`src/bptc_pkg.sv`:
```
// Shared types and constants for the barometric compensation pipeline.
package bptc_pkg;

  // Field widths.
  localparam int D_W        = 24;
  localparam int CAL_W      = 16;
  localparam int DT_W       = 25;
  localparam int WIDE_W     = 40;
  localparam int TEMP_W     = 19;
  localparam int PRES_W     = 32;
  localparam int CFG_IDX_W  = 3;
  localparam int CFG_DATA_W = 16;

  // Temperature thresholds in 0.01 degC. The quotient dT*C6/2^23 is the
  // temperature minus TEMP_REF, so the very-cold test adds VCOLD_OFS to it.
  localparam int TEMP_REF  = 2000;
  localparam int VCOLD_OFS = 3500;

  // Configuration register indexes.
  localparam logic [CFG_IDX_W-1:0] REG_C1     = 3'd0;
  localparam logic [CFG_IDX_W-1:0] REG_C2     = 3'd1;
  localparam logic [CFG_IDX_W-1:0] REG_C3     = 3'd2;
  localparam logic [CFG_IDX_W-1:0] REG_C4     = 3'd3;
  localparam logic [CFG_IDX_W-1:0] REG_C5     = 3'd4;
  localparam logic [CFG_IDX_W-1:0] REG_C6     = 3'd5;
  localparam logic [CFG_IDX_W-1:0] REG_SO_EN  = 3'd6;

  // Calibration register set.
  typedef struct packed {
    logic [CAL_W-1:0] c1;
    logic [CAL_W-1:0] c2;
    logic [CAL_W-1:0] c3;
    logic [CAL_W-1:0] c4;
    logic [CAL_W-1:0] c5;
    logic [CAL_W-1:0] c6;
    logic             second_order_enable;
  } calib_t;

  // First-order terms and second-order corrections handed to the pressure stages.
  typedef struct packed {
    logic        [D_W-1:0]    d1;
    logic signed [WIDE_W-1:0] off1;
    logic signed [WIDE_W-1:0] sens1;
    logic        [WIDE_W-1:0] off2;
    logic        [WIDE_W-1:0] sens2;
    logic signed [TEMP_W-1:0] temp;
  } corr_t;

endpackage

```
`src/bptc_pres_path.sv`:
```
// Stages six to ten: final OFF and SENS, D1*SENS in partial products, pressure.
module bptc_pres_path (
  input  logic                            clk,
  input  logic                            rst,
  input  logic                            in_valid,
  output logic                            in_ready,
  input  bptc_pkg::corr_t                 corr,
  output logic                            out_valid,
  input  logic                            out_ready,
  output logic signed [bptc_pkg::PRES_W-1:0] pressure_centimbar,
  output logic signed [bptc_pkg::TEMP_W-1:0] temperature_centideg
);

  localparam int N = 5;

  logic [N-1:0] v;
  logic [N-1:0] adv;

  // Stage registers; the temperature rides along to the output.
  logic signed [bptc_pkg::WIDE_W-1:0] s6_off;
  logic signed [bptc_pkg::WIDE_W-1:0] s6_sens;
  logic        [bptc_pkg::D_W-1:0]    s6_d1;
  logic signed [bptc_pkg::TEMP_W-1:0] s6_temp;
  logic        [47:0]                 s7_pp_lo;
  logic signed [40:0]                 s7_pp_hi;
  logic signed [bptc_pkg::WIDE_W-1:0] s7_off;
  logic signed [bptc_pkg::TEMP_W-1:0] s7_temp;
  logic signed [63:0]                 s8_prod;
  logic signed [bptc_pkg::WIDE_W-1:0] s8_off;
  logic signed [bptc_pkg::TEMP_W-1:0] s8_temp;
  logic signed [43:0]                 s9_x;
  logic signed [bptc_pkg::TEMP_W-1:0] s9_temp;

  // Combinational terms.
  logic signed [63:0] hi_ext;
  logic signed [63:0] prod_bias;
  logic signed [43:0] x_bias;

  // A stage moves when it is empty or its successor moves.
  always_comb begin
    adv[N-1] = !v[N-1] || out_ready;
    for (int i = N - 2; i >= 0; i--) begin
      adv[i] = !v[i] || adv[i+1];
    end
  end

  assign in_ready  = adv[0];
  assign out_valid = v[N-1];

  // Valid bits travel with the data.
  always_ff @(posedge clk) begin
    if (rst) begin
      v <= '0;
    end else begin
      if (adv[0]) v[0] <= in_valid;
      for (int i = 1; i < N; i++) begin
        if (adv[i]) v[i] <= v[i-1];
      end
    end
  end

  // Stage 6: apply the second-order corrections.
  always_ff @(posedge clk) begin
    if (adv[0]) begin
      s6_off  <= corr.off1 - $signed(corr.off2);
      s6_sens <= corr.sens1 - $signed(corr.sens2);
      s6_d1   <= corr.d1;
      s6_temp <= corr.temp;
    end
  end

  // Stage 7: D1 times the low and high parts of SENS.
  always_ff @(posedge clk) begin
    if (adv[1]) begin
      s7_pp_lo <= s6_d1 * s6_sens[23:0];
      s7_pp_hi <= $signed({1'b0, s6_d1}) * $signed(s6_sens[bptc_pkg::WIDE_W-1:24]);
      s7_off   <= s6_off;
      s7_temp  <= s6_temp;
    end
  end

  // Stage 8: combine the partial products.
  assign hi_ext = 64'(s7_pp_hi);

  always_ff @(posedge clk) begin
    if (adv[2]) begin
      s8_prod <= $signed({hi_ext[39:0], 24'd0}) + $signed({16'd0, s7_pp_lo});
      s8_off  <= s7_off;
      s8_temp <= s7_temp;
    end
  end

  // Stage 9: D1*SENS/2^21 toward zero, minus OFF.
  assign prod_bias = s8_prod + $signed({43'd0, {21{s8_prod[63]}}});

  always_ff @(posedge clk) begin
    if (adv[3]) begin
      s9_x    <= 44'($signed(prod_bias[63:21])) - 44'(s8_off);
      s9_temp <= s8_temp;
    end
  end

  // Stage 10: divide by 2^15 toward zero into the output register.
  assign x_bias = s9_x + $signed({29'd0, {15{s9_x[43]}}});

  always_ff @(posedge clk) begin
    if (adv[4]) begin
      pressure_centimbar   <= bptc_pkg::PRES_W'($signed(x_bias[43:15]));
      temperature_centideg <= s9_temp;
    end
  end

  // Input backpressure only comes from a stalled, full output.
  assert property (@(posedge clk) disable iff (rst) !in_ready |-> (out_valid && !out_ready))
    else $error("input stalled without output backpressure");

  // A result that was not taken is still offered next cycle.
  assert property (@(posedge clk) disable iff (rst) (out_valid && !out_ready) |=> out_valid)
    else $error("result dropped while stalled");

  // An empty pipeline always takes a transaction.
  assert property (@(posedge clk) disable iff (rst) (v == '0) |-> in_ready)
    else $error("empty pipeline not ready");

endmodule
```
`config.mk`:
```
export PLATFORM = sky130hd
export DESIGN_NAME = bptc_pres_path
export DESIGN_NICKNAME = d
export VERILOG_FILES = /design/src/bptc_pkg.sv /design/src/bptc_pres_path.sv
export SDC_FILE = /design/constraint.sdc
export NUM_CORES = 2
export LEC_CHECK = 0
export BUFFER_PORTS_ARGS = -buffer_cell sky130_fd_sc_hd__clkbuf_2
export CAP_MARGIN = 20
export CELL_PAD_IN_SITES_DETAIL_PLACEMENT = 1
export CELL_PAD_IN_SITES_GLOBAL_PLACEMENT = 1
export CORE_MARGIN = 3
export CORE_UTILIZATION = 45
export CTS_BUF_LIST = sky130_fd_sc_hd__clkbuf_8 sky130_fd_sc_hd__clkbuf_16
export DETAILED_ROUTE_END_ITERATION = 8
export GPL_ROUTABILITY_DRIVEN = 0
export PLACE_DENSITY_LB_ADDON = 0.15
export REMOVE_ABC_BUFFERS = 1
export SYNTH_ARGS = -nofsm -noshare
export SYNTH_HDL_FRONTEND = slang
export SYNTH_SLANG_ARGS = --single-unit
```
`constraint.sdc`:
```
create_clock -name clk -period 6.5 [get_ports clk]
set_input_delay 0.65 -clock clk [delete_from_list [all_inputs] [get_ports clk]]
set_output_delay 0.65 -clock clk [all_outputs]
set_load 0.05 [all_outputs]
```
---- Word-level counts from Yosys, hierarchy flattened ----
Cells that the tools add are included.
storage, ports and cells
  register bits after elaboration ......... 509
  input bits .............................. 207
  logic and storage cells ................. 38
cells by class
  add/subtract/negate cells ............... 6
  $mul .................................... 2
  reductions and logical operators ........ 10
operators by type and width
  kind                number
  $sub A40 B40 Y40    2
  $add A64 B22 Y64    1
  $add A64 B49 Y64    1
  $mul A24 B24 Y48    1
  $add A44 B16 Y44    1
  $sub A43 B40 Y44    1
  $mul A25 B16 Y40    1
  $logic_not A1 Y1    5
  $logic_or A1 B1 Y1  5

---- Longest topological paths before layout ----
  word-level depth ........................ 6
  depth in mapped cells ................... 26
  depth with buffers taken out ............ 25

---- Worst setup path before layout ----
OpenSTA, ideal clock, no wires.
  kind .................................... reg2reg
  start ................................... register s6_sens[3] (netlist bit)
  end ..................................... register s7_pp_lo[47] (data pin)
  arrival time ............................ 6.410 ns
  data required time ...................... 6.234 ns
  slack ................................... -0.176 ns
  cell stages (with the launch flop) ...... 24
  buffers on the path ..................... 1
  path through ............................ edfxtp_1 clkbuf_1 nand2_1 fa_1 inv_1 fa_1 inv_1 fa_1 inv_1 fa_1 inv_1 fa_1 inv_1 fa_1 fa_1 ha_1 and3_1 and4_1 a32oi_1 a31oi_1 a31o_2 a211oi_1 o41ai_1 xnor2_1
between the ends
  longest elaborated chain between the ends .. 1
RTL lines
  item                      RTL line              RTL
  start: declaration        bptc_pres_path.sv:21  logic signed [bptc_pkg::WIDE_W-1:0] s6_sens;
  start signal: assignment  bptc_pres_path.sv:66  s6_sens <= corr.sens1 - $signed(corr.sens2);
  $mul A24 B24 Y48          bptc_pres_path.sv:75  s7_pp_lo <= s6_d1 * s6_sens[23:0];
  end signal: assignment    bptc_pres_path.sv:75
  end: declaration          bptc_pres_path.sv:24  logic [47:0] s7_pp_lo;
No other way between the ends.
A chain may end at the register's enable or synchronous reset.

---- Final worst setup path ----
  start ................................... register s6_d1[10] (netlist bit)
  end ..................................... register s7_pp_lo[46] (data pin)
between the ends
  longest elaborated chain between the ends .. 1
RTL lines
  item                      RTL line              RTL
  start: declaration        bptc_pres_path.sv:22  logic [bptc_pkg::D_W-1:0] s6_d1;
  start signal: assignment  bptc_pres_path.sv:67  s6_d1 <= corr.d1;
  $mul A24 B24 Y48          bptc_pres_path.sv:75
No other way between the ends.

==> out/qor.yml <==
status:
  status: "finished, violations left"
  violations: "negative setup slack"
synthesis:
  synth.area.top_cells: "fa_1 (27%), edfxtp_1 (26%), ha_1 (11%)"
  ys_ff_latch: 509
  netlist_area_sq_um: 57700
  ys_dominant_reg_cell: "edfxtp_1"
  synth_top_area_frac: 0.275
  syn_avg_cell_area_sq_um: 9.95
  synthMuxAreaShare: 0.00106
  synth_cell_type_count: 82
  synth_top_area_cell: "fa_1"
  synthSimpleGateAreaFrac: 0.139
  yosysMostFrequentCell: "inv_1"
  synth_compound_area_frac: 0.0844
  yosysSeqAreaShare: 0.264
  async_reset_ff_frac: 0
  postSynthCellCount: 5801
  ys_warn_count: 0
  synth-edff-count: 504
  synth_top_cells_by_count: "inv_1 (1,098), fa_1 (792), nand2_1 (696), edfxtp_1 (504), ha_1 (486)"
  synth_fa_ha_area_frac: 0.380
  synthXorXnorAreaFrac: 0.0440
  synth_top_family_by_area: "adder cells"
floorplanning:
  die_y_microns: 364
  die_x_microns: 364
  die_area_sq_um: 133000
  core.rowCount: 130
  start_util: 0.456
  core_sq_um: 126000
  io-pin-count: 260
sta:
  min_period_over_period: 1.08
  hold_viol_final: 0
  tightest_slew_ns: 0.994
  slew_violations: 0
  min_period_ns: 6.99
  skew_ns: 0.0903
  fin_ws_ns: -0.490
  holdWs_ns: 0.168
  maxSlewHeadroom: 0.337
  setup_viol: 26
  fmax_ghz: 0.143
  rsz0062_at_grt: "yes"
routing:
  drc: 0
  vias: 42300
  dr.pass1.iters: 7
  wire_per_inst_microns: 20.4
  drt_iter0_drc: 1760
  routed_via_density: 5.25
  ant_nets: 0
  drt-total-wl_mm: 164
global_routing:
  antenna_found_initial: 5
  grt_max_degree: 143
  overflow: 0
  grt_util_all_layers: 0.246
  grt_pass1_vias: 47400
  grt_pass1_wl_mm: 256
setup_path:
  crit_buf_inv: 8
  cp.required_ns: 6.91
  crit_path_frequent_cell: "fa_1"
  slowest_delay_ns: 0.61
  critPathKind: "reg -> reg"
  crit_arrival_ns: 7.40
  end_kind: "flop"
  crit_fanout: 7
  critPathLaunchType: "flop"
  cpLargestDelayFamily: "adder cells"
  cp_slowest_cell: "fa_1"
cts:
  cts_sinks: 509
  cts_buffer_depth: 3
  cts_buffers: 66
  cts_tree: "done"
  clk_latency_ns: 0.66
  clk_pin_slew_worst_paths_ns: 0.06
  cts_max_level: 3
  clockRootBuffer: "clkbuf_16"
finish:
  drive_gt1_frac: 0.167
  nNetsFinal: 7848
  seq_area_sq_um: 15200
  fillers: 13900
  syn_to_final_growth_pct: 17.6
  multi_input_area_sq_um: 38500
place:
  portBuffers: 259
  dp_hpwl_mm: 132
job:
  cap_violations: 0
hold_path:
  hold_class: "in -> reg"
-- layer usage --
metal  track usage  wire [microns]
met1         0.319           70600
met3        0.0261            6130
met2         0.437           82200
met5             0              16
met4        0.0691            5450
-- timing repair --
action                     4_1_cts  5_1_grt
setup endpoints to repair       36       45
buffers inserted                52       49
gates cloned                     2        3
pin swaps                      103      134
hold buffers                     0        0
resized for setup              177      173
-- cell type report --
cell class | instances | share of cell area
clock buffer | 66 | 0.0244
inverter | 1098 | 0.0608
tap | 1650 | 0.0304
clock inverter | 45 | 0.00732
multi-input combinational | 3954 | 0.568
sequential | 509 | 0.225
antenna | 4 | 0.000148
timing repair buffer | 734 | 0.0840
-- placed cells by master (no fill, tap or decap), drive strengths merged, types with 152 or more instances in the layout --
cell and count:
edfxtp 504, buf 469, inv 1109, ha 486, xnor2 187, fa 792, nand2 696, nor2 170
and2 440, a21o 152, clkbuf 329, a21oi 239
-- path summary, 6_finish.rpt --
kind         depth (start not counted)                endpoint  slack (ns)             startpoint
max                                 25  s7_pp_lo[46]$_DFFE_PP_       -0.49    s6_d1[10]$_DFFE_PP_
max reg2reg                         25  s7_pp_lo[46]$_DFFE_PP_       -0.49    s6_d1[10]$_DFFE_PP_
min                                  1   s6_temp[12]$_DFFE_PP_        0.17               corr[12]
min reg2reg                          0   s7_temp[10]$_DFFE_PP_        0.42  s6_temp[10]$_DFFE_PP_
-- logic make-up after synthesis --
kind of cell    count (synthesis)
fa+ha+maj                    1278
simple gates                 1631
compound gates                749
buf+inv                      1338
xor+xnor                      290
flops                         509
mux                             6
-- metrics by stage --
stage	util	cell area [sq um]	setup TNS [ns]	setup slack [ns]	std cells
after floorplan	-	56800	-2.51	-0.405	5561
after global placement	0.501	63300	-8.52	-0.517	7845
after detailed placement	0.501	63300	-11.72	-0.655	7845
after CTS	0.528	66700	-3.87	-0.322	8009
after global routing	0.537	67800	-13.99	-0.756	8060
final	0.537	67800	-6.58	-0.490	8060
-- state kept, by name (all words and copies together) (netlist names), 24 cells and up --
name and flops:
s6_sens 40, pressure_centimbar 29, s6_off 40, s7_off 40, s6_d1 24, s9_x 44
s8_prod 64, s7_pp_lo 48, s7_pp_hi 40, s8_off 40
Power is not shown: default switching activity piles up to over one toggle a cycle in this logic, so the estimate is an artifact.
