--- src/bptc_pkg.sv ---
// Shared types and constants for the barometric compensation pipeline.
package bptc_pkg;

  // Field widths.
  localparam int D_W        = 24;
  localparam int CAL_W      = 16;
  localparam int DT_W       = 25;
  localparam int WIDE_W     = 40;
  localparam int TEMP_W     = 19;
  localparam int PRES_W     = 32;
  localparam int CFG_IDX_W  = 3;
  localparam int CFG_DATA_W = 16;

  // Temperature thresholds in 0.01 degC. The quotient dT*C6/2^23 is the
  // temperature minus TEMP_REF, so the very-cold test adds VCOLD_OFS to it.
  localparam int TEMP_REF  = 2000;
  localparam int VCOLD_OFS = 3500;

  // Configuration register indexes.
  localparam logic [CFG_IDX_W-1:0] REG_C1     = 3'd0;
  localparam logic [CFG_IDX_W-1:0] REG_C2     = 3'd1;
  localparam logic [CFG_IDX_W-1:0] REG_C3     = 3'd2;
  localparam logic [CFG_IDX_W-1:0] REG_C4     = 3'd3;
  localparam logic [CFG_IDX_W-1:0] REG_C5     = 3'd4;
  localparam logic [CFG_IDX_W-1:0] REG_C6     = 3'd5;
  localparam logic [CFG_IDX_W-1:0] REG_SO_EN  = 3'd6;

  // Calibration register set.
  typedef struct packed {
    logic [CAL_W-1:0] c1;
    logic [CAL_W-1:0] c2;
    logic [CAL_W-1:0] c3;
    logic [CAL_W-1:0] c4;
    logic [CAL_W-1:0] c5;
    logic [CAL_W-1:0] c6;
    logic             second_order_enable;
  } calib_t;

  // First-order terms and second-order corrections handed to the pressure stages.
  typedef struct packed {
    logic        [D_W-1:0]    d1;
    logic signed [WIDE_W-1:0] off1;
    logic signed [WIDE_W-1:0] sens1;
    logic        [WIDE_W-1:0] off2;
    logic        [WIDE_W-1:0] sens2;
    logic signed [TEMP_W-1:0] temp;
  } corr_t;

endpackage

--- src/bptc_cfg_regs.sv ---
// Calibration register file written through the plain write port.
module bptc_cfg_regs (
  input  logic                               clk,
  input  logic                               rst,
  input  logic                               write_enable,
  input  logic [bptc_pkg::CFG_IDX_W-1:0]     reg_index,
  input  logic [bptc_pkg::CFG_DATA_W-1:0]    write_data,
  output bptc_pkg::calib_t                   calib
);

  // Register writes; an index past the last register is ignored.
  always_ff @(posedge clk) begin
    if (rst) begin
      calib.c1 <= '0;
      calib.c2 <= '0;
      calib.c3 <= '0;
      calib.c4 <= '0;
      calib.c5 <= '0;
      calib.c6 <= '0;
      calib.second_order_enable <= 1'b1;
    end else if (write_enable) begin
      unique case (reg_index)
        bptc_pkg::REG_C1:    calib.c1 <= write_data;
        bptc_pkg::REG_C2:    calib.c2 <= write_data;
        bptc_pkg::REG_C3:    calib.c3 <= write_data;
        bptc_pkg::REG_C4:    calib.c4 <= write_data;
        bptc_pkg::REG_C5:    calib.c5 <= write_data;
        bptc_pkg::REG_C6:    calib.c6 <= write_data;
        bptc_pkg::REG_SO_EN: calib.second_order_enable <= write_data[0];
        default: ;
      endcase
    end
  end

endmodule

--- config.mk ---
export PLATFORM = sky130hd
export DESIGN_NAME = bptc_cfg_regs
export DESIGN_NICKNAME = d
export VERILOG_FILES = /design/src/bptc_pkg.sv /design/src/bptc_cfg_regs.sv
export SDC_FILE = /design/constraint.sdc
export NUM_CORES = 1
export LEC_CHECK = 0
export ABC_CLOCK_PERIOD_IN_PS = 2210
export BUFFER_PORTS_ARGS = -buffer_cell sky130_fd_sc_hd__buf_4
export CORE_MARGIN = 3
export CORE_UTILIZATION = 38
export DETAILED_ROUTE_END_ITERATION = 12
export PLACE_DENSITY = 0.72
export SYNTH_ARGS = -nofsm -noshare
export SYNTH_HDL_FRONTEND = slang
export SYNTH_SLANG_ARGS = --single-unit
--- constraint.sdc ---
create_clock -name clk -period 2.21 [get_ports clk]
set_input_delay 0.221 -clock clk [delete_from_list [all_inputs] [get_ports clk]]
set_output_delay 0.221 -clock clk [all_outputs]
set_load 0.02 [all_outputs]
**Yosys cells after proc, flatten, opt, wreduce, memory -nomap -nowiden**

Index checks and enable logic that the tools add are counted.

- Flip-flop bits (word level): 97
- Output and inout port bits: 97
- Logic and storage cells: 21

- Equality and inequality tests: 6
- Reductions and logical operators: 8

Operators by type and width:

| cell | number |
|---|---|
| $reduce_and 2->1 | 7 |
| $eq 3x3->1 const B | 3 |
| $eq 3x2->1 const B | 2 |
| $eq 3x1->1 const B | 1 |
| $logic_not 3->1 | 1 |

**Depth between registers and ports, before layout**

Gate-level depths: netlist of the first run.

- Word-level depth: 2
- Depth in mapped cells: 4
- Mapped depth without buffers: 2

**Worst setup path before layout of the first run**

No wires, ideal clock.

- Path type: input-to-reg
- Start point: input port reg_index[0] (netlist name)
- End point: register calib[86] (netlist name)
- Setup time: 0.124 ns
- Arrival time: 1.139 ns
- Setup slack: 0.948 ns
- Cell stages on the path: 4
- Path buffers: 2
- Path through: or4b_1 > buf_6 > buf_12 > mux2i_1

- Cells in the longest elaborated chain, start to end: 2

RTL lines:

| element | line | source |
|---|---|---|
| from (decl) | bptc_cfg_regs.sv:6 | `input logic [bptc_pkg::CFG_IDX_W-1:0] reg_index,` |
| $logic_not 3->1 | bptc_cfg_regs.sv:22 | `unique case (reg_index)` |
| $reduce_and 2->1 (no line) | -- |  |
| to (decl) | bptc_cfg_regs.sv:8 | `output bptc_pkg::calib_t calib` |

No other way between the ends.
A chain may end at the register's enable or synchronous reset.

**Worst setup path in the final report of the first run**

- Start point: input port reg_index[0] (netlist name)
- End point: register calib[93] (netlist name)

Same word-level chain as after synthesis.

==> results of run 1 <==
metrics by stage:
| stage | hold WS (ns) | util (%) | std cells |
|---|---|---|---|
| finish | 0.142 | 51.0 | 590 |
| global route | 0.192 | 51.0 | 590 |
| CTS | 0.127 | 51.0 | 590 |
| global placement | 0.459 | 49.2 | 574 |
| detailed placement | 0.464 | 49.2 | 574 |
| floorplan | 0.382 | - | 340 |
power by group:
part           switching (mW)  leakage, nW  internal, mW
sequential             0.0229        0.785          1.79
combinational           0.167         1.63         0.148
clock                   0.625       0.0847         0.440
total                   0.815         2.50          2.37
final timing paths:
check,start,endpoint
worst max-delay path,reg_index[0],calib[93]
worst min-delay path,write_data[0],calib[0]
worst max register to register,calib[85],calib[85]
worst min register to register,calib[79],calib[79]
cell usage in the layout, fill, tap and decap left out:
master / count
nand4bb_1: 2
clkinvlp_4: 3
buf_4: 125
nand4b_1: 3
nor4b_1: 1
nor2_1: 2
inv_6: 1
nand2b_1: 112
dfxtp_1: 97
clkinv_2: 2
mux2i_1: 97
and4bb_2: 1
clkbuf_8: 10
or4b_1: 1
kinds of logic after synthesis:
group / share of synthesized area, %
buffers and inverters: 3.36
flip-flops: 50.7
multiplexers: 25.4
AND/OR/NAND/NOR: 20.6
layer usage:
metal | part of all wire, % | global-route usage [%] | vias up | wire length (um)
met4 | 1.1 | 5.46 | 0 | 101
li1 | - | - | 1349 | -
met3 | 4.7 | 3.95 | 9 | 442
met1 | 46 | 21.4 | 1321 | 4320
met2 | 48 | 27.3 | 66 | 4490
met5 | 0 | 0 | - | 0
area by class of cell:
type,instances,area [sq um],area share (%)
multi-input cells,219,1760,35.3
flip-flops and latches,97,1940,39.0
repair buffers,125,938,18.8
clock inverters,6,41.3,0.828
well taps,133,166,3.34
clock buffers,10,138,2.76
critical path, delay by kind of cell:
kind | cells | cell delay [ns]
simple gates | 1 | 0.91
buf+inv | 1 | 0.13
mux | 1 | 0.23
==> metrics.txt, run 1 <==
status complete, no violations; #FFs+latches synth 97; setup violators final 0; initial antenna violation count 0; first-pass GRT wire length around 15000 um; max_slew headroom about 46%; # diodes 0; die height approximately 110 um; core area between 9000 and 10000 sq um; WL final approximately 9400 um; CTS Hold Buffers Added 0; f_max approximately 0.77 GHz; asr flop ratio synth 0%; Clk Latency, worst-skew pair ~0.35 ns; pre-CTS setup slack about 0.54 ns; R2R cell count 2; Synth Cell Area 3830 sq um; H-tree Lvls 3; CP max stage delay 0.91 ns; gpl congestion just over 0.7; P&R area growth vs syn 30.2%; Avg Vias per Cell 4.65; Critical Path Fanout Max 14; Critical Path RT between 2 and 2.5 ns; Gate Count Post-Synth 340; Starting Density approximately two fifths; RSZ-0062 raised after global routing no; Max Cap Viol 0; number of global-route vias before repair roughly 2800; top-count cell post-synth nand2b_1; Pleak around 2.5 nW; Root Driver clkbuf_8; top post-synthesis cells by area dfxtp_1 51%, mux2i_1 25%, nand2b_1 18%, buf_2 1.2%, clkbuf_1 1.2%; DR iter-0 viols between 80 and 90; Die X around 110 um; Critical-path top delay cell or4b_1; setup TNS 0 ns; period utilisation layout between 50% and 60%; number of flops mapped to enable cells by yosys 0; CTS tree built; Synth area leader dfxtp_1; WS Path Type in -> reg; CTS Sinks 97; Final Hold Fails 0; Max VDD drop 0.245 mV; NumNets Final between 400 and 500; pin count of the biggest net entering global routing between 70 and 80; worst hold path type in -> reg; total global-route track usage approximately 17%; clock-pin slew on the worst setup and hold paths 0.09 ns; DR WL/cell 15.9 um; Min-Delay Path Depth 3; total power draw about 3.2 mW; Setup Buffers After CTS 0; fin. max-slew vios 0; crit start category primary input; Pre-Repair DR Iteration Count 4; clock buffer depth 2; Inserted Clock Buffers 9; Die Footprint approximately 11000 sq um; Via Count 2745; Most flops, register calib; Commonest cells post-synth 112 x nand2b_1, 97 x dfxtp_1, 97 x mux2i_1; Post-route DRC 0; # fillers about 880; total gr overflow 0; I/O Pins approximately 120; CP Cell Sequence buf_4, or4b_1, mux2i_1; ANT nets after route 0; top_reg_cell synth dfxtp_1; floorplan row count 36; crit path capture type flip-flop; syn avg cell area around 11 sq um; Top Registers calib: 97 flops; layout cell share with drive strength beyond 1 a little under a third; Post-Synthesis Net Count between 300 and 400; clk_skew 0 ns; synth unique cells 14; worst-margin pin slew 0.817 ns; post-route cell area ~5000 sq um; r2r setup slk 1.54 ns; Worst Slack Setup Final between 0.9 and 1 ns; Syn. warnings 0; # resized after CTS 0; # port buffers 118; DP Area between 4000 and 5000 sq um; sequential element share of the synthesized area 50.7%; max reg flops 97; Pwr per Cell Area about 640 nW/um^2; Tmin final 1.29 ns; Crit path arrival time ~1.5 ns; Synth top area share about half; hpwl dp between 6000 and 7000 um
Power figures use the tool's default switching activity.
==> run 2: changes to the inputs <==
--- a/config.mk
+++ b/config.mk
@@ -5,7 +5,7 @@
 export SDC_FILE = /design/constraint.sdc
 export NUM_CORES = 1
 export LEC_CHECK = 0
-export ABC_CLOCK_PERIOD_IN_PS = 2210
+export ABC_CLOCK_PERIOD_IN_PS = 1200
 export BUFFER_PORTS_ARGS = -buffer_cell sky130_fd_sc_hd__buf_4
 export CORE_MARGIN = 3
 export CORE_UTILIZATION = 38
==> constraint.sdc (replaced) <==
create_clock -name clk -period 1.2 [get_ports clk]
set_input_delay 0.12 -clock clk [delete_from_list [all_inputs] [get_ports clk]]
set_output_delay 0.12 -clock clk [all_outputs]
set_load 0.02 [all_outputs]
==> run 2 against run 1 <==
Net effect: via count up 0.18%; design area up 3.8%; cell count up 1.5%; hold slack worse by 0.12 ns; first-iteration DRC count up 27%; non-clock buffer count up 9; critical path type is now reg -> out; largest cell class unchanged; largest power group unchanged; highest routed layer unchanged.
==> metrics.txt, run 2 (synthesized netlist as in run 1, its figures left out) <==
Tmin final around 1.0 ns; largest delay contributor family on the critical path flip-flops; Pleak ~2.6 nW; total global-route track usage between 10% and 20%; pre-CTS setup slack -0.0806 ns; status complete, no violations; worst-margin pin slew roughly 0.31 ns; Pre-Repair DR Iteration Count 4; gpl congestion between 0.7 and 0.8; Most flops, register calib; CTS Sinks 97; worst hold path type in -> reg; # fillers between 900 and 1000; Max Cap Viol 0; layout cell share with drive strength beyond 1 between 30% and 40%; number of global-route vias before repair 2799; Crit path arrival time just under 0.9 ns; I/O Pins about 120; CP bufs+invs 1; first-pass GRT wire length 14800 um; Pwr per Cell Area roughly 1200 nW/um^2; floorplan row count 36; Die Footprint 11300 sq um; CTS Hold Buffers Added 0; CP max stage delay between 0.3 and 0.4 ns; clock-pin slew on the worst setup and hold paths 0.10 ns; DR iter-0 viols roughly 110; Placed Cells 583; initial antenna violation count 0; commonest cells after routing, fill and taps aside 128 x buf_4, 112 x nand2b_1, 97 x mux2i_1, 97 x dfxtp_1, 10 x clkbuf_8; Root Driver clkbuf_8; crit start category flip-flop; Worst Slack Setup Final about 0.19 ns; total gr overflow 0; Non-Filler Instances approximately 600; f_max ~0.99 GHz; Sw Pwr ~1.5 mW; die height 106 um; WS Path Type reg -> out; Critical Path Fanout Max 2; Inserted Clock Buffers 9; clock buffer depth 2; Post-route DRC 0; Critical Path RT around 1.1 ns; pin count of the biggest net entering global routing 56; Avg Vias per Cell around 4.6; Die X 106 um; Gate power share 9.8%; WL final roughly 9400 um; crit path capture type output pin; post-route cell area 5170 sq um; Pint slightly below 5 mW; NumNets Final ~480; Via Count between 2000 and 3000; Max VDD drop between 0.5 and 0.6 mV; Clk Latency, worst-skew pair 0.35 ns; DR WL/cell 15.6 um; core area 9770 sq um; Final Hold Fails 0; max_slew headroom between 70% and 80%; CP Cell Sequence buf_4; clock network power share a little under two fifths; Starting Density slightly below 40%; RSZ-0062 raised after global routing no; setup TNS 0 ns; # diodes 0; P&R area growth vs syn 35.1%; setup violators final 0; CTS tree built; fin. max-slew vios 0; Top Registers calib: 97 flops; period utilisation layout between 80% and 90%; DP Area slightly below 5000 sq um; Critical-path top delay cell dfxtp_1; clk_skew 0 ns; ANT nets after route 0; hpwl dp about 6800 um; Setup Buffers After CTS 0; H-tree Lvls 3; part of the power in registers between 50% and 60%; Sw Share a little under a quarter; # resized after CTS 0; commonest non-fill, non-tap cell in the layout buf_4; # port buffers between 100 and 150; max reg flops between 90 and 100
run 2: area by class of cell:
class / instances / area, sq um / share of cell area (%)
clock buffer: 11 / 141 / 2.73
sequential: 97 / 1940 / 37.5
multi-input combinational: 219 / 1760 / 34.0
tap: 133 / 166 / 3.22
clock inverter: 5 / 85.1 / 1.64
timing repair buffer: 134 / 1080 / 20.9
run 2: worst min-delay path: stages:
cell and delay (ns):
buf_4 0.08, nor2_1 0.04, mux2i_1 0.10
run 2: per-layer routing:
layer  up-vias  GRT usage, %  wire [um]
met2        69          26.9       4510
met1      1301          22.4       4310
met3        13          2.13        366
li1       1367             -          -
met5         -             0          0
met4         0          7.12        165
run 2: worst paths after layout:
path	start	end	cells after the start	slack [ns]
min reg2reg	calib[5]	calib[5]	2	0.48
min	write_data[0]	calib[0]	3	0.03
max	calib[91]	calib[91]	1	0.19
max reg2reg	calib[84]	calib[84]	2	0.56
run 2: per-stage QoR:
| stage | total power, mW | hold slack [ns] | util, % |
|---|---|---|---|
| after global routing | 6.57 | 0.0360 | 52.9 |
| after detailed placement | 4.03 | 0.398 | 50.6 |
| final | 6.34 | 0.0257 | 52.9 |
| after CTS | 6.40 | 0.0111 | 52.9 |
| after global placement | 4.02 | 0.380 | 50.6 |
| after floorplan | 3.74 | 0.281 | - |
run 2: power groups by stage:
stage	Combinational [mW]	Clock, mW	Sequential [mW]
CTS	0.628	2.44	3.33
floorplan	0.258	0	3.48
global route	0.664	2.56	3.34
finish	0.619	2.39	3.33
detailed placement	0.626	0	3.40
global placement	0.617	0	3.40
==> run 3: changes to the inputs <==
--- a/config.mk
+++ b/config.mk
@@ -5,7 +5,7 @@
 export SDC_FILE = /design/constraint.sdc
 export NUM_CORES = 1
 export LEC_CHECK = 0
-export ABC_CLOCK_PERIOD_IN_PS = 1200
+export ABC_CLOCK_PERIOD_IN_PS = 1000
 export BUFFER_PORTS_ARGS = -buffer_cell sky130_fd_sc_hd__buf_4
 export CORE_MARGIN = 3
 export CORE_UTILIZATION = 38
==> constraint.sdc (replaced) <==
create_clock -name clk -period 1 [get_ports clk]
set_input_delay 0.1 -clock clk [delete_from_list [all_inputs] [get_ports clk]]
set_output_delay 0.1 -clock clk [all_outputs]
set_load 0.02 [all_outputs]
==> run 3 against run 2 <==
Net effect: hold slack improved by 0.088 ns; register-to-register slack got worse by 0.22 ns; sequential power rose by 20%; largest power group unchanged; critical endpoint is now calib[27]; setup slack got worse by 0.15 ns; largest cell class unchanged; wire length fell by 0.48%.
==> metrics.txt, run 3 (synthesized netlist as in run 1, its figures left out) <==
# diodes 0; setup violators final 0; Starting Density between 30% and 40%; Min-Delay Path Depth 3; Setup Buffers After CTS 0; floorplan row count 36; R2R cell count 2; Critical Path Fanout Max 2; Pre-Repair DR Iteration Count 4; Via Count approximately 2800; crit path capture type output pin; clock buffer depth 2; P&R area growth vs syn 38.7%; Clk Latency, worst-skew pair between 0.3 and 0.4 ns; Most flops, register calib; WS Path Type reg -> out; Crit path arrival time approximately 0.86 ns; setup TNS 0 ns; Die X about 110 um; Die Footprint between 10000 and 15000 sq um; DR WL/cell 15.5 um; crit start category flip-flop; ANT nets after route 0; first-pass GRT wire length 14600 um; status complete, no violations; number of global-route vias before repair around 2800; Avg Vias per Cell 4.60; H-tree Lvls 3; commonest cells after routing, fill and taps aside 129 x buf_4, 112 x nand2b_1, 97 x mux2i_1; WP depth 1; Max VDD drop 0.884 mV; Root Driver clkbuf_8; Final Util 54.4%; Max Cap Viol 0; Final Hold Fails 0; Non-Filler Instances between 600 and 700; Tmin final 0.961 ns; die height approximately 110 um; CTS Sinks a little under 100; Inserted Clock Buffers 9; CP max stage delay 0.36 ns; Pwr per Cell Area roughly 1500 nW/um^2; post-route cell area around 5300 sq um; NumNets Final approximately 490; layout cell share with drive strength beyond 1 43.4%; f_max roughly 1.0 GHz; worst hold path type in -> reg; initial antenna violation count 0; pin count of the biggest net entering global routing 34; Placed Cells about 600; Worst Slack Setup Final about 0.039 ns; max_slew headroom between 70% and 80%; RSZ-0062 raised after global routing no; CP Cell Sequence buf_4; CP bufs+invs 1; pre-CTS setup slack -0.234 ns; Pleak 2.67 nW; largest delay contributor family on the critical path flip-flops; # port buffers 118; total global-route track usage between 10% and 20%; Critical Path RT around 0.90 ns; WL final 9320 um; clock-pin slew on the worst setup and hold paths ~0.1 ns; gpl congestion a little under 0.8; CTS tree built; I/O Pins between 100 and 150; hpwl dp 6830 um; commonest non-fill, non-tap cell in the layout buf_4; total gr overflow 0; clk_skew 0 ns; worst-margin pin slew between 0.3 and 0.4 ns; DR iter-0 viols 77; Post-route DRC 0; fin. max-slew vios 0; DP Area 5000 sq um; period utilisation layout between 90% and 100%; Critical-path top delay cell dfxtp_1; Top Registers calib: 97 flops; max reg flops 97; # fillers between 800 and 900; core area slightly below 10000 sq um
-- run 3: where the power goes --
| part | internal [mW] | switching [mW] | leakage (nW) | total (mW) |
|---|---|---|---|---|
| clock | 1.68 | 1.35 | 0.121 | 3.03 |
| sequential | 3.95 | 0.0504 | 0.809 | 4.00 |
| combinational | 0.386 | 0.384 | 1.74 | 0.770 |
-- run 3: cell type report --
cell class	count	area, sq um	area share (%)
tap	133	166	3.13
multi-input combinational	219	1760	33.2
clock inverter	6	113	2.12
timing repair buffer	138	1140	21.4
sequential	97	2000	37.7
clock buffer	10	128	2.40
-- run 3: path summary, 6_finish.rpt --
check,from,endpoint,slack [ns]
max,calib[27],calib[27],0.04
min,write_enable,calib[0],0.11
max reg2reg,calib[58],calib[58],0.34
min reg2reg,calib[73],calib[73],0.47
-- run 3: what timing repair did --
action,4_1_cts,5_1_grt
pin swaps,0,0
endpoints found under the setup margin,2,48
resized for setup,2,48
hold buffers,1,0
hold endpoints to repair,1,0
-- run 3: routing by layer --
layer  share of wire [%]  vias to the layer above  GRT usage [%]
li1                    -                     1374              -
met1                  45                     1325           21.0
met2                  49                       63           27.7
met3                 4.0                       12           3.58
met4                 1.7                        0           5.74
met5                   0                        -              0
-- run 3: stage by stage --
stage	hold slack, ns	power [mW]
after floorplan	0.261	4.49
after global placement	0.358	4.84
after detailed placement	0.372	4.86
after CTS	0.0932	7.88
after global routing	0.107	8.10
final	0.113	7.80
